### src/design/dtts_pkg.sv
// ----------------------------------------------------------------------------
// dtts_pkg
// Shared types, constants and keyword tables for the duration text parser.
// ----------------------------------------------------------------------------
`default_nettype none

package dtts_pkg;

    // Default signed field width of one digit group
    localparam int DTTS_FIELD_BITS = 32;

    // Result widths
    localparam int SEC_W = 31;
    localparam int MIN_W = 26;

    localparam logic [SEC_W-1:0] MAX_TOTAL = 31'h7FFF_FFFF;

    // Scale factors to seconds
    localparam int SECS_PER_DAY  = 86400;
    localparam int SECS_PER_HOUR = 3600;
    localparam int SECS_PER_MIN  = 60;
    localparam int ROUND_UP_MIN  = 59;

    // floor(n / 15) == (n * RECIP_15) >> RECIP_SHIFT for any n below 2^32
    localparam logic [31:0] RECIP_15    = 32'h8888_8889;
    localparam int          RECIP_SHIFT = 35;

    // Character codes
    localparam logic [7:0] CH_NUL   = 8'h00;
    localparam logic [7:0] CH_0     = 8'h30;
    localparam logic [7:0] CH_9     = 8'h39;
    localparam logic [7:0] CH_DASH  = 8'h2D;
    localparam logic [7:0] CH_COLON = 8'h3A;
    localparam logic [7:0] CH_LC_A  = 8'h61;
    localparam logic [7:0] CH_LC_Z  = 8'h7A;
    localparam logic [7:0] CASE_GAP = 8'h20;

    // Keywords meaning an unlimited duration
    localparam int          KW_COUNT     = 3;
    localparam logic [1:0]  KW_DASH_ONE  = 2'd0;
    localparam logic [1:0]  KW_INFINITE  = 2'd1;
    localparam logic [1:0]  KW_UNLIMITED = 2'd2;
    localparam int          KW_MAX_LEN   = 9;

    typedef enum logic [1:0] {
        ST_OK       = 2'd0,
        ST_INFINITE = 2'd1,
        ST_INVALID  = 2'd2,
        ST_OVERFLOW = 2'd3
    } status_t;

    // One character of text
    typedef struct packed {
        logic [7:0] char_code;
        logic       last_char;
    } dtts_in_t;

    // One result word
    typedef struct packed {
        status_t            status;
        logic [SEC_W-1:0]   total_seconds;
        logic [MIN_W-1:0]   total_minutes;
    } dtts_out_t;

    // Parsed text handed to the arithmetic; status is final unless ST_OK
    typedef struct packed {
        status_t            status;
        logic [SEC_W-1:0]   days;
        logic [SEC_W-1:0]   hours;
        logic [SEC_W-1:0]   mins;
        logic [SEC_W-1:0]   secs;
    } dtts_snap_t;

    // Seconds total with final status
    typedef struct packed {
        status_t            status;
        logic [SEC_W-1:0]   seconds;
    } dtts_secs_t;

    // Length of a keyword
    function automatic logic [3:0] kw_len(input logic [1:0] kw);
        logic [3:0] len;
        unique case (kw)
            KW_DASH_ONE:  len = 4'd2;
            KW_INFINITE:  len = 4'd8;
            KW_UNLIMITED: len = 4'd9;
            default:      len = 4'd0;
        endcase
        return len;
    endfunction

    // Upper-case character of a keyword at a position; zero past the end
    function automatic logic [7:0] kw_char(input logic [1:0] kw, input logic [3:0] idx);
        logic [71:0] text;
        logic [71:0] shifted;
        unique case (kw)
            KW_DASH_ONE:  text = {"-1", 56'h0};
            KW_INFINITE:  text = {"INFINITE", 8'h0};
            KW_UNLIMITED: text = "UNLIMITED";
            default:      text = 72'h0;
        endcase
        shifted = 72'h0;
        if (idx < 4'(KW_MAX_LEN)) begin
            shifted = text >> {4'(KW_MAX_LEN - 1) - idx, 3'b000};
        end
        return shifted[7:0];
    endfunction

endpackage

`default_nettype wire

### src/design/dtts_parse.sv
// ----------------------------------------------------------------------------
// dtts_parse
// Per-character scanner: checks the form, tracks keywords, accumulates digit
// groups and, on the last character, registers a snapshot of the parse.
// ----------------------------------------------------------------------------
`default_nettype none

module dtts_parse import dtts_pkg::*; #(
    parameter int FIELD_BITS = DTTS_FIELD_BITS
) (
    input  wire logic       aclk,
    input  wire logic       aresetn,
    input  wire logic       s_valid,
    output logic            s_ready,
    input  wire dtts_in_t   s_data,
    output logic            snap_valid,
    input  wire logic       snap_ready,
    output dtts_snap_t      snap_data
);

    // Groups saturate at the largest signed value of FIELD_BITS, capped to 31 bits
    localparam int ACC_W  = (FIELD_BITS >= 32) ? 31 : FIELD_BITS - 1;
    localparam int PROD_W = ACC_W + 4;

    logic             failed_reg,    failed_next;
    logic             ended_reg,     ended_next;
    logic             in_run_reg,    in_run_next;
    logic [2:0]       groups_reg,    groups_next;
    logic [1:0]       dash_cnt_reg,  dash_cnt_next;
    logic [1:0]       colon_cnt_reg, colon_cnt_next;
    logic             lead_dash_reg, lead_dash_next;
    logic [3:0]       char_cnt_reg,  char_cnt_next;
    logic [2:0]       kw_match_reg,  kw_match_next;
    logic [ACC_W-1:0] days_reg,      days_next;
    logic [ACC_W-1:0] field_reg  [3];
    logic [ACC_W-1:0] field_next [3];
    logic [1:0]       field_idx_reg, field_idx_next;
    logic             ovf_reg,       ovf_next;

    logic             snap_valid_reg;
    dtts_snap_t       snap_reg, snap_next;

    logic             s_fire;
    logic [7:0]       c;
    logic [7:0]       up_char;
    logic [3:0]       digit;
    logic [ACC_W-1:0] cur_val;
    logic [PROD_W-1:0] prod_val;
    logic             keyword;
    logic             form_ok;
    logic             extra;
    logic             hms_form;

    assign s_ready    = !snap_valid_reg || snap_ready;
    assign s_fire     = s_valid && s_ready;
    assign snap_valid = snap_valid_reg;
    assign snap_data  = snap_reg;

    assign c       = s_data.char_code;
    assign up_char = (c >= CH_LC_A && c <= CH_LC_Z) ? c - CASE_GAP : c;
    assign digit   = 4'(c - CH_0);
    assign cur_val = field_reg[field_idx_reg];

    // Next-digit accumulate, times ten by shift-add
    assign prod_val = (PROD_W'(cur_val) << 3) + (PROD_W'(cur_val) << 1) + PROD_W'(digit);

    // Character scan, snapshot and clear after the last character
    always_comb begin
        failed_next    = failed_reg;
        ended_next     = ended_reg;
        in_run_next    = in_run_reg;
        groups_next    = groups_reg;
        dash_cnt_next  = dash_cnt_reg;
        colon_cnt_next = colon_cnt_reg;
        lead_dash_next = lead_dash_reg;
        char_cnt_next  = char_cnt_reg;
        kw_match_next  = kw_match_reg;
        days_next      = days_reg;
        for (int i = 0; i < 3; i++) begin
            field_next[i] = field_reg[i];
        end
        field_idx_next = field_idx_reg;
        ovf_next       = ovf_reg;

        if (!ended_reg) begin
            if (c == CH_NUL) begin
                ended_next = 1'b1;
            end else begin
                // keyword tracking, case-insensitive
                for (int k = 0; k < KW_COUNT; k++) begin
                    if (char_cnt_reg >= kw_len(2'(k)) ||
                        kw_char(2'(k), char_cnt_reg) != up_char) begin
                        kw_match_next[k] = 1'b0;
                    end
                end

                if (c >= CH_0 && c <= CH_9) begin
                    for (int i = 0; i < 3; i++) begin
                        if (field_idx_reg == 2'(i)) begin
                            if (|prod_val[PROD_W-1:ACC_W]) begin
                                field_next[i] = '1;
                                ovf_next      = 1'b1;
                            end else begin
                                field_next[i] = prod_val[ACC_W-1:0];
                            end
                        end
                    end
                    if (!in_run_reg) begin
                        in_run_next = 1'b1;
                        if (groups_reg != 3'd7) begin
                            groups_next = groups_reg + 3'd1;
                        end
                    end
                end else if (c == CH_DASH) begin
                    in_run_next = 1'b0;
                    if (char_cnt_reg == 4'd0) begin
                        lead_dash_next = 1'b1;
                    end
                    if (colon_cnt_reg != 2'd0) begin
                        failed_next = 1'b1;
                    end
                    if (dash_cnt_reg == 2'd0) begin
                        days_next     = field_reg[0];
                        field_next[0] = '0;
                    end
                    if (dash_cnt_reg != 2'd3) begin
                        dash_cnt_next = dash_cnt_reg + 2'd1;
                    end
                end else if (c == CH_COLON) begin
                    in_run_next = 1'b0;
                    if (colon_cnt_reg != 2'd3) begin
                        colon_cnt_next = colon_cnt_reg + 2'd1;
                    end
                    if (field_idx_reg < 2'd2) begin
                        field_idx_next = field_idx_reg + 2'd1;
                    end
                end else begin
                    failed_next = 1'b1;
                end

                if (char_cnt_reg != 4'd15) begin
                    char_cnt_next = char_cnt_reg + 4'd1;
                end
            end
        end

        // full keyword seen
        keyword = 1'b0;
        for (int k = 0; k < KW_COUNT; k++) begin
            if (kw_match_next[k] && char_cnt_next == kw_len(2'(k))) begin
                keyword = 1'b1;
            end
        end

        // form check
        extra   = (dash_cnt_next != 2'd0);
        form_ok = !(failed_next || lead_dash_next || groups_next == 3'd0 ||
                    dash_cnt_next > 2'd1 || colon_cnt_next > 2'd2 ||
                    (colon_cnt_next == 2'd1 && groups_next < 3'd2 + {2'b00, extra}) ||
                    (colon_cnt_next == 2'd2 && groups_next < 3'd3 + {2'b00, extra}));

        priority if (char_cnt_next == 4'd0) begin
            snap_next.status = ST_INVALID;
        end else if (keyword) begin
            snap_next.status = ST_INFINITE;
        end else if (!form_ok) begin
            snap_next.status = ST_INVALID;
        end else if (ovf_next) begin
            snap_next.status = ST_OVERFLOW;
        end else begin
            snap_next.status = ST_OK;
        end

        // m and m:s lack an hours field
        hms_form       = extra || (colon_cnt_next == 2'd2);
        snap_next.days = SEC_W'(days_next);
        if (hms_form) begin
            snap_next.hours = SEC_W'(field_next[0]);
            snap_next.mins  = SEC_W'(field_next[1]);
            snap_next.secs  = SEC_W'(field_next[2]);
        end else begin
            snap_next.hours = '0;
            snap_next.mins  = SEC_W'(field_next[0]);
            snap_next.secs  = SEC_W'(field_next[1]);
        end

        // fresh text after each result
        if (s_data.last_char) begin
            failed_next    = 1'b0;
            ended_next     = 1'b0;
            in_run_next    = 1'b0;
            groups_next    = '0;
            dash_cnt_next  = '0;
            colon_cnt_next = '0;
            lead_dash_next = 1'b0;
            char_cnt_next  = '0;
            kw_match_next  = '1;
            days_next      = '0;
            for (int i = 0; i < 3; i++) begin
                field_next[i] = '0;
            end
            field_idx_next = '0;
            ovf_next       = 1'b0;
        end
    end

    // Scan state
    always_ff @(posedge aclk) begin
        if (!aresetn) begin
            failed_reg    <= 1'b0;
            ended_reg     <= 1'b0;
            in_run_reg    <= 1'b0;
            groups_reg    <= '0;
            dash_cnt_reg  <= '0;
            colon_cnt_reg <= '0;
            lead_dash_reg <= 1'b0;
            char_cnt_reg  <= '0;
            kw_match_reg  <= '1;
            days_reg      <= '0;
            for (int i = 0; i < 3; i++) begin
                field_reg[i] <= '0;
            end
            field_idx_reg <= '0;
            ovf_reg       <= 1'b0;
        end else if (s_fire) begin
            failed_reg    <= failed_next;
            ended_reg     <= ended_next;
            in_run_reg    <= in_run_next;
            groups_reg    <= groups_next;
            dash_cnt_reg  <= dash_cnt_next;
            colon_cnt_reg <= colon_cnt_next;
            lead_dash_reg <= lead_dash_next;
            char_cnt_reg  <= char_cnt_next;
            kw_match_reg  <= kw_match_next;
            days_reg      <= days_next;
            for (int i = 0; i < 3; i++) begin
                field_reg[i] <= field_next[i];
            end
            field_idx_reg <= field_idx_next;
            ovf_reg       <= ovf_next;
        end
    end

    // Snapshot valid
    always_ff @(posedge aclk) begin
        if (!aresetn) begin
            snap_valid_reg <= 1'b0;
        end else if (s_fire && s_data.last_char) begin
            snap_valid_reg <= 1'b1;
        end else if (snap_ready) begin
            snap_valid_reg <= 1'b0;
        end
    end

    // Snapshot word
    always_ff @(posedge aclk) begin
        if (s_fire && s_data.last_char) begin
            snap_reg <= snap_next;
        end
    end

endmodule

`default_nettype wire

### src/design/dtts_total.sv
// ----------------------------------------------------------------------------
// dtts_total
// Two-stage seconds total: constant scaling of each part, then the sum with
// the range check and saturation.
// ----------------------------------------------------------------------------
`default_nettype none

module dtts_total import dtts_pkg::*; (
    input  wire logic       aclk,
    input  wire logic       aresetn,
    input  wire logic       snap_valid,
    output logic            snap_ready,
    input  wire dtts_snap_t snap_data,
    output logic            secs_valid,
    input  wire logic       secs_ready,
    output dtts_secs_t      secs_data
);

    localparam int DAY_W  = SEC_W + 17;
    localparam int HOUR_W = SEC_W + 12;
    localparam int MIN_PW = SEC_W + 6;
    localparam int SUM_W  = DAY_W + 1;

    logic              a_valid_reg;
    logic              a_ready;
    status_t           a_status_reg;
    logic [DAY_W-1:0]  a_days_reg;
    logic [HOUR_W-1:0] a_hours_reg;
    logic [MIN_PW-1:0] a_mins_reg;
    logic [SEC_W-1:0]  a_secs_reg;

    logic              b_valid_reg;
    dtts_secs_t        b_reg, b_next;
    logic [SUM_W-1:0]  sum;

    assign a_ready    = !b_valid_reg || secs_ready;
    assign snap_ready = !a_valid_reg || a_ready;
    assign secs_valid = b_valid_reg;
    assign secs_data  = b_reg;

    // Sum and range check
    always_comb begin
        sum = SUM_W'(a_days_reg) + SUM_W'(a_hours_reg) + SUM_W'(a_mins_reg) +
              SUM_W'(a_secs_reg);
        b_next.status  = a_status_reg;
        b_next.seconds = '0;
        unique case (a_status_reg)
            ST_OK: begin
                if (|sum[SUM_W-1:SEC_W]) begin
                    b_next.status  = ST_OVERFLOW;
                    b_next.seconds = MAX_TOTAL;
                end else begin
                    b_next.seconds = sum[SEC_W-1:0];
                end
            end
            ST_OVERFLOW: b_next.seconds = MAX_TOTAL;
            default:     b_next.seconds = '0;
        endcase
    end

    // Stage valids
    always_ff @(posedge aclk) begin
        if (!aresetn) begin
            a_valid_reg <= 1'b0;
            b_valid_reg <= 1'b0;
        end else begin
            if (snap_ready) begin
                a_valid_reg <= snap_valid;
            end
            if (a_ready) begin
                b_valid_reg <= a_valid_reg;
            end
        end
    end

    // Scaled parts, then total
    always_ff @(posedge aclk) begin
        if (snap_ready && snap_valid) begin
            a_status_reg <= snap_data.status;
            a_days_reg   <= DAY_W'(snap_data.days) * DAY_W'(SECS_PER_DAY);
            a_hours_reg  <= HOUR_W'(snap_data.hours) * HOUR_W'(SECS_PER_HOUR);
            a_mins_reg   <= MIN_PW'(snap_data.mins) * MIN_PW'(SECS_PER_MIN);
            a_secs_reg   <= snap_data.secs;
        end
        if (a_ready && a_valid_reg) begin
            b_reg <= b_next;
        end
    end

endmodule

`default_nettype wire

### src/design/dtts_minutes.sv
// ----------------------------------------------------------------------------
// dtts_minutes
// Minutes rounded up: (seconds + 59) / 60 as a quarter then a reciprocal
// multiply by 1/15, followed by the result register.
// ----------------------------------------------------------------------------
`default_nettype none

module dtts_minutes import dtts_pkg::*; (
    input  wire logic       aclk,
    input  wire logic       aresetn,
    input  wire logic       secs_valid,
    output logic            secs_ready,
    input  wire dtts_secs_t secs_data,
    output logic            m_valid,
    input  wire logic       m_ready,
    output dtts_out_t       m_data
);

    localparam int QTR_W  = SEC_W - 1;
    localparam int PROD_W = QTR_W + 32;

    logic              c_valid_reg;
    logic              c_ready;
    dtts_secs_t        c_secs_reg;
    logic [PROD_W-1:0] c_prod_reg;

    logic              m_valid_reg;
    dtts_out_t         m_data_reg;

    logic [SEC_W:0]    rounded;
    logic [QTR_W-1:0]  quarter;
    logic [PROD_W-1:0] shifted;

    assign c_ready    = !m_valid_reg || m_ready;
    assign secs_ready = !c_valid_reg || c_ready;
    assign m_valid    = m_valid_reg;
    assign m_data     = m_data_reg;

    // Round up, then divide by four
    assign rounded = (SEC_W + 1)'(secs_data.seconds) + (SEC_W + 1)'(ROUND_UP_MIN);
    assign quarter = rounded[SEC_W:2];
    assign shifted = c_prod_reg >> RECIP_SHIFT;

    // Stage valids
    always_ff @(posedge aclk) begin
        if (!aresetn) begin
            c_valid_reg <= 1'b0;
            m_valid_reg <= 1'b0;
        end else begin
            if (secs_ready) begin
                c_valid_reg <= secs_valid;
            end
            if (c_ready) begin
                m_valid_reg <= c_valid_reg;
            end
        end
    end

    // Reciprocal product, then result word
    always_ff @(posedge aclk) begin
        if (secs_ready && secs_valid) begin
            c_secs_reg <= secs_data;
            c_prod_reg <= PROD_W'(quarter) * PROD_W'(RECIP_15);
        end
        if (c_ready && c_valid_reg) begin
            m_data_reg.status        <= c_secs_reg.status;
            m_data_reg.total_seconds <= c_secs_reg.seconds;
            m_data_reg.total_minutes <= shifted[MIN_W-1:0];
        end
    end

endmodule

`default_nettype wire

### src/design/duration_text_to_seconds_core.sv
// ----------------------------------------------------------------------------
// duration_text_to_seconds_core
// Duration text to seconds: one character per word in, one result word out
// per text, with status ok, infinite, invalid or overflow.
//
// Throughput: one character per cycle while no downstream stage applies back-pressure,
//   including back-to-back texts. The last character taken is registered as a snapshot,
//   then passes through scaling, sum, reciprocal product and the result register.
// Reset: synchronous, active low; clears the scan state and all stage valids.
// ----------------------------------------------------------------------------
`default_nettype none

module duration_text_to_seconds_core import dtts_pkg::*; #(
    parameter int FIELD_BITS = DTTS_FIELD_BITS
) (
    input  wire logic       aclk,
    input  wire logic       aresetn,
    input  wire logic       s_valid,
    output logic            s_ready,
    input  wire dtts_in_t   s_data,
    output logic            m_valid,
    input  wire logic       m_ready,
    output dtts_out_t       m_data
);

    logic       snap_valid;
    logic       snap_ready;
    dtts_snap_t snap_data;
    logic       secs_valid;
    logic       secs_ready;
    dtts_secs_t secs_data;

    // Character scan
    dtts_parse #(
        .FIELD_BITS (FIELD_BITS)
    ) u_parse (
        .aclk       (aclk),
        .aresetn    (aresetn),
        .s_valid    (s_valid),
        .s_ready    (s_ready),
        .s_data     (s_data),
        .snap_valid (snap_valid),
        .snap_ready (snap_ready),
        .snap_data  (snap_data)
    );

    // Seconds total
    dtts_total u_total (
        .aclk       (aclk),
        .aresetn    (aresetn),
        .snap_valid (snap_valid),
        .snap_ready (snap_ready),
        .snap_data  (snap_data),
        .secs_valid (secs_valid),
        .secs_ready (secs_ready),
        .secs_data  (secs_data)
    );

    // Minutes and result register
    dtts_minutes u_minutes (
        .aclk       (aclk),
        .aresetn    (aresetn),
        .secs_valid (secs_valid),
        .secs_ready (secs_ready),
        .secs_data  (secs_data),
        .m_valid    (m_valid),
        .m_ready    (m_ready),
        .m_data     (m_data)
    );

endmodule

`default_nettype wire
### config.mk
export PLATFORM = sky130hd
export DESIGN_NAME = duration_text_to_seconds_core
export DESIGN_NICKNAME = d
export VERILOG_FILES = /design/src/design/dtts_pkg.sv /design/src/design/dtts_parse.sv /design/src/design/dtts_total.sv /design/src/design/dtts_minutes.sv /design/src/design/duration_text_to_seconds_core.sv
export SDC_FILE = /design/constraint.sdc
export NUM_CORES = 2
export LEC_CHECK = 0
export BUFFER_PORTS_ARGS = -buffer_cell sky130_fd_sc_hd__buf_2
export CAP_MARGIN = 5
export CORE_ASPECT_RATIO = 2
export CORE_MARGIN = 2
export CORE_UTILIZATION = 29
export DETAILED_ROUTE_END_ITERATION = 10
export GPL_TIMING_DRIVEN = 1
export PLACE_DENSITY = 0.47
export SETUP_SLACK_MARGIN = 0.1
export SLEW_MARGIN = 40
export SYNTH_ARGS = -nofsm -noshare
export SYNTH_HDL_FRONTEND = slang
export SYNTH_SLANG_ARGS = --single-unit
### constraint.sdc
create_clock -name aclk -period 8.9 [get_ports aclk]
set_clock_uncertainty 0.05 [all_clocks]
set_input_delay 0.89 -clock aclk [delete_from_list [all_inputs] [get_ports aclk]]
set_output_delay 0.89 -clock aclk [all_outputs]
set_load 0.005 [all_outputs]
* After elaboration in Yosys (flattened, before gate mapping)
Memories as Yosys holds them, arrays and structs flattened. A register that Yosys moved wholly into a read port is not among the register bits. Cells that the tools add are included. Widths: inputs -> output; s select.
Cells by class: add/sub/neg operators 16, multipliers 4, $lt $le $gt $ge 13, equality and inequality tests 21, shift-type cells 3, mux-type cells 129, bitwise operators 3, reduce and logical (&&, ||, !) cells 50
Operators by type and width (count):
- $mux 31 | 17
- $mux 72 | 6
- $mux 93 | 3
- $shr 72x7->8 | 3
- $mux 62 | 2
- $mux 8 | 10
- $pmux 31 s2 | 1
- $mul 30x32->61 const B | 1
- $mux 2 | 27
- $add 48x43->49 | 1
- $add 49x31->49 | 1
- $add 49x37->49 | 1
- $mux 1 | 44
- $mul 31x10->41 const B | 1
- $mux 4 | 10
- $mul 31x8->39 const B | 1
- $add 34x32->35 | 1
- $add 35x4->35 | 1
- $mul 31x4->35 const B | 1
- $add 31x6->32 const B | 1
- $mux 3 | 9
- $ne 8x8->1 | 3
- $reduce_or 18->1 | 1
- $eq 8x6->1 const B | 2
- 37 further kinds | 91
Storage, ports and cells: register bits 517, memory bits (writable) 93, output and inout bits 61, word-level logic and storage cells 275, memories kept 1
Memories:
- u_parse.field_reg | words 3, width 31, rd ports 4, clocked after memory_dff 1, write ports 3, line dtts_parse.sv:35 | logic [ACC_W-1:0] field_reg [3];

* Depth between registers and ports, before layout
depth in word-level cells 17, mapped depth 35, mapped depth without buffers 33

* Modules after synthesis
From an unflattened synthesis, not the netlist that was laid out.
Unflattened totals: cells, all modules 4949, area total of the unflattened synthesis 50927.6 sq um
By module, submodules not included:
- dtts_total | instances 1, cells an instance 2319, area each 23239.8 sq um
- dtts_parse | instances 1, cells an instance 1587, area each 15698.8 sq um
- dtts_minutes | instances 1, cells an instance 1043, area each 11989.0 sq um

* Worst setup path before layout
OpenSTA, ideal clock, no wires.
kind in2reg, start point input m_ready, end point register u_total.a_days_reg[10] (enable), data arrival time 7888 ps, setup slack 286 ps, stages 4, buffers on the path 0, cells stage by stage nor2b_1 -> and2_1 -> and3_1 -> nor2b_1
Between the ends: cells in the longest elaborated chain, start to end 5
RTL lines:
- from (decl) | line duration_text_to_seconds_core.sv:22 | input wire logic m_ready,
- $logic_or 1x1->1 | line dtts_minutes.sv:34 | assign c_ready = !m_valid_reg || m_ready;
- $logic_or 1x1->1 | line dtts_minutes.sv:35 | assign secs_ready = !c_valid_reg || c_ready;
- $logic_or 1x1->1 | line dtts_total.sv:36 | assign a_ready = !b_valid_reg || secs_ready;
- $logic_or 1x1->1 | line dtts_total.sv:37 | assign snap_ready = !a_valid_reg || a_ready;
- $logic_and 1x1->1 | line dtts_total.sv:78 | if (snap_ready && snap_valid) begin
- to (signal assigned) | line dtts_total.sv:80 | a_days_reg <= DAY_W'(snap_data.days) * DAY_W'(SECS_PER_DAY);
- to (decl) | line dtts_total.sv:27 | logic [DAY_W-1:0] a_days_reg;
No other way between the ends. A chain may end at the register's enable or synchronous reset.

* Worst setup path after layout
start point register u_total.b_reg, in the netlist u_total.secs_data[2], end point register u_minutes.c_prod_reg[54], data pin
Between the ends: cells in the longest elaborated chain, start to end 2
RTL lines:
- from (decl) | line dtts_total.sv:33 | dtts_secs_t b_reg, b_next;
- from (signal assigned) | line dtts_total.sv:86 | b_reg <= b_next;
- $add 31x6->32 | line dtts_minutes.sv:40 | assign rounded = (SEC_W + 1)'(secs_data.seconds) + (SEC_W + 1)'(ROUND_UP_MIN);
- $mul 30x32->61 | line dtts_minutes.sv:63 | c_prod_reg <= PROD_W'(quarter) * PROD_W'(RECIP_15);
- to (signal assigned) | line dtts_minutes.sv:63
- to (decl) | line dtts_minutes.sv:25 | logic [PROD_W-1:0] c_prod_reg;
No other way between the ends.

==> impl_metrics.env <==
export IMPL_cp_max_fo=6
export IMPL_die_area_mm2=0.1700
export IMPL_nFillCells=16814
export IMPL_cp_arrival_ns=8.83
export IMPL_max_vdd_ir_drop_v=0.0001782
export IMPL_cp_num_buf_inv=6
export IMPL_reg2reg_to="u_minutes.c_prod_reg[54]$_DFFE_PP_"
export IMPL_crit_path_max_incr_delay_ns=0.60
export IMPL_critical_path_top_delay_family="adder cells"
export IMPL_worstSetupStartpointType="flop"
export IMPL_rsz0062_at_grt="no"
export IMPL_io_pin_count=74
export IMPL_dr_pass1_iters=7
export IMPL_required_ns=9.27
export IMPL_synth_top_flop_cell="edfxtp_1"
export IMPL_num_rows=211
export IMPL_drive_above_1_share=0.07549
export IMPL_timing_rr_start="u_total.secs_data[2]$_DFFE_PP_"
export IMPL_drv_slew=0
export IMPL_cts_hold_buf=0
export IMPL_power_per_cell_area_mw_per_mm2=208.4
export IMPL_path_class="reg2reg"
export IMPL_viasPerCell=4.941
export IMPL_io_buffers=73
export IMPL_leakage_uw=0.02355
export IMPL_fin_tns_setup_ns=0
export IMPL_clock_latency_ns=0.71
export IMPL_cp_depth=32
export IMPL_cts_root_buf="clkbuf_16"
export IMPL_ys_warn_count=0
export IMPL_largest_reg_flops=126
export IMPL_antenna_found_initial=1
export IMPL_ys_types=88
export IMPL_drtIter0Drc=1343
export IMPL_cts_tree="done"
export IMPL_placement_setup_worst_slack_ns=0.1053
export IMPL_drtAntennaViolNets=0
export IMPL_routed_wl_um=138800
export IMPL_ys_ff_latch=577
export IMPL_area_delta_synth_final_pct=11.26
export IMPL_nNetsFinal=5614
export IMPL_cp_endpoint="u_minutes.c_prod_reg[54]$_DFFE_PP_"
export IMPL_fin_crit_ns=8.460
export IMPL_clkTransAtPathRegs_ns=0.08
export IMPL_globalRouteOverflowTotal=0
export IMPL_r2r_slack_ns=0.44
export IMPL_initial_core_util=0.2923
export IMPL_core_area_mm2=0.1653
export IMPL_seq_area_frac_synth=0.3465
export IMPL_grt_pass1_vias=36103
export IMPL_synthesis_area_mm2=0.04831
export IMPL_cts_buffers=57
export IMPL_die_width_um=292.6
export IMPL_worst_pin_slew_ns=0.8146
export IMPL_synthCells=4493
export IMPL_crit_start="u_total.secs_data[2]$_DFFE_PP_"
export IMPL_syn_avg_cell_area_um2=10.75
export IMPL_setup_violations_final=0
export IMPL_remaining_drc_errors=0
export IMPL_final_util=0.3252
export IMPL_vias=33376
export IMPL_r2r_cells=32
export IMPL_grt_max_degree=149
export IMPL_grt_pass1_wl_um=210300
export IMPL_die_h_um=581.2
export IMPL_end_kind="flop"
export IMPL_cts_sinks=577
export IMPL_cts_buffer_depth=3
export IMPL_finalCritPeriodShare=0.9505
export IMPL_ys_async_sr_fraction=0
export IMPL_min_path_type="reg2reg"
export IMPL_slew_headroom=0.4536
export IMPL_drv_cap=0
export IMPL_grt_usage=0.1626
export IMPL_fmax_mhz=118.2
export IMPL_hpwlAfterDp_um=115600
export IMPL_setup_ws_ns=0.4405
export IMPL_synth_edff_count=518
export IMPL_post_cts_setup_buffers=0
export IMPL_synth_net_count=5531
export IMPL_cts_max_level=2
export IMPL_hold_path_depth=0
export IMPL_wl_per_cell_um=20.55
export IMPL_status="finished, final reports clean"
export IMPL_finalHoldViolCount=0
export IMPL_place_congestion=0.8794
export IMPL_slowest_stage="fa_1"
==> layer usage <==
| layer | track usage | routed length (um) | vias to the layer above |
|---|---|---|---|
| li1 | - | - | 16014 |
| met2 | 0.3580 | 85220 | 521 |
| met4 | 0.07810 | 7243 | 0 |
| met5 | 0 | 0 | - |
| met1 | 0.1389 | 43600 | 16570 |
| met3 | 0.01292 | 2782 | 271 |
==> worst register-to-register path: cells and delay by family, from the launching register on <==
family	cells	cell delay, ns
AOI/OAI and AO/OA	8	1.56
adders and majority gates	8	3.40
and+or+nand+nor	8	1.75
DFF	1	0.37
xor gates and xnor gates	2	0.34
buffers and inverters	6	0.73
==> synthesized netlist by cell type, types with 69 or more instances <==
cell type  instances  area (um^2)
clkbuf_1         106        397.9
nor2_1           296         1111
nand2_1          200        750.7
fa_1             363         7267
edfxtp_1         518        15550
o21ai_0          257         1286
nor3_1            69        345.3
a21oi_1          217         1086
xor2_1            85        744.5
a21o_1           103        773.2
xnor2_1          128         1121
ha_1             662         8283
inv_1            610         2290
==> logic make-up (layout without fill, tap and decap cells) <==
logic type,Yosys count,count (layout),synth area share
adder cells (fa/ha/maj),1025,1025,0.3219
multiplexers,76,76,0.01660
XOR/XNOR,213,213,0.03862
other,0,2,0
flip-flops,577,577,0.3465
AND/OR/NAND/NOR,895,895,0.08913
buffers and inverters,738,868,0.05787
AO/OA/AOI/OAI,969,969,0.1294
==> worst min-delay path by stage <==
stage,to,from,slack [ns]
floorplan,u_minutes.c_secs_reg[31]$_DFFE_PP_,u_total.secs_data[31]$_DFFE_PP_,0.35
global placement,u_minutes.m_data[37]$_DFFE_PP_,u_minutes.c_secs_reg[11]$_DFFE_PP_,0.35
detailed placement,u_minutes.m_data[13]$_DFFE_PP_,u_minutes.c_prod_reg[48]$_DFFE_PP_,0.35
CTS,u_minutes.m_data[1]$_DFFE_PP_,u_minutes.c_prod_reg[36]$_DFFE_PP_,0.37
global route,u_minutes.m_data[13]$_DFFE_PP_,u_minutes.c_prod_reg[48]$_DFFE_PP_,0.37
finish,u_minutes.m_data[1]$_DFFE_PP_,u_minutes.c_prod_reg[36]$_DFFE_PP_,0.36
==> through the flow <==
step / hold slack, ns / instance area, um^2 / std cells / total power, uW
global placement: 0.3509 / 51510 / 6646 / 8456
detailed placement: 0.3545 / 51540 / 6646 / 8491
global route: 0.3724 / 53740 / 6754 / 12030
floorplan: 0.3503 / 48310 / 4493 / 7101
finish: 0.3630 / 53740 / 6755 / 11200
CTS: 0.3663 / 53640 / 6752 / 11350
==> where the power goes <==
part	switching (uW)	leakage [uW]	internal, uW	total (uW)
logic	3020	0.0171	2050	5060
registers	118	0.00545	3240	3360
clock network	1220	0.000988	1560	2780
total	4360	0.0235	6850	11200
==> final cells by class <==
type	count	area, um^2	area share
Timing Repair Buffer	152	1010	0.01879
Tap cell	2130	2665	0.04959
Clock inverter	39	616.8	0.01148
Multi-Input combinational cell	3178	28930	0.5382
Clock buffer	67	1484	0.02761
Inverter	610	2297	0.04274
Antenna cell	2	5.005	0.00009312
Sequential cell	577	16740	0.3115
==> timing repair <==
action	CTS	global route
resized for setup	1	12
setup endpoints to repair	1	16
endpoints found under the hold margin	0	0
==> layout by cell type, fill, tap and decap left out, types with 33 or more instances in the layout <==
cell	netlist	final
nand2b_1	45	45
edfxtp_1	518	518
nand4_1	36	36
mux2i_1	43	43
o21ai_0	257	257
inv_1	610	608
a21o_1	103	103
dfxtp_1	59	55
nand3_1	47	47
ha_1	662	662
mux2_2	33	33
a31oi_1	33	33
nand2_1	200	196
and2_1	64	62
buf_2	17	73
xnor2_1	128	124
a21oi_1	217	214
a22o_1	48	48
a22oi_1	39	39
nor2_1	296	295
clkbuf_16	0	57
nor3_1	69	68
xor2_1	85	85
fa_1	363	363
buf_4	1	72
Note: power is estimated with default switching activity, not from simulation.
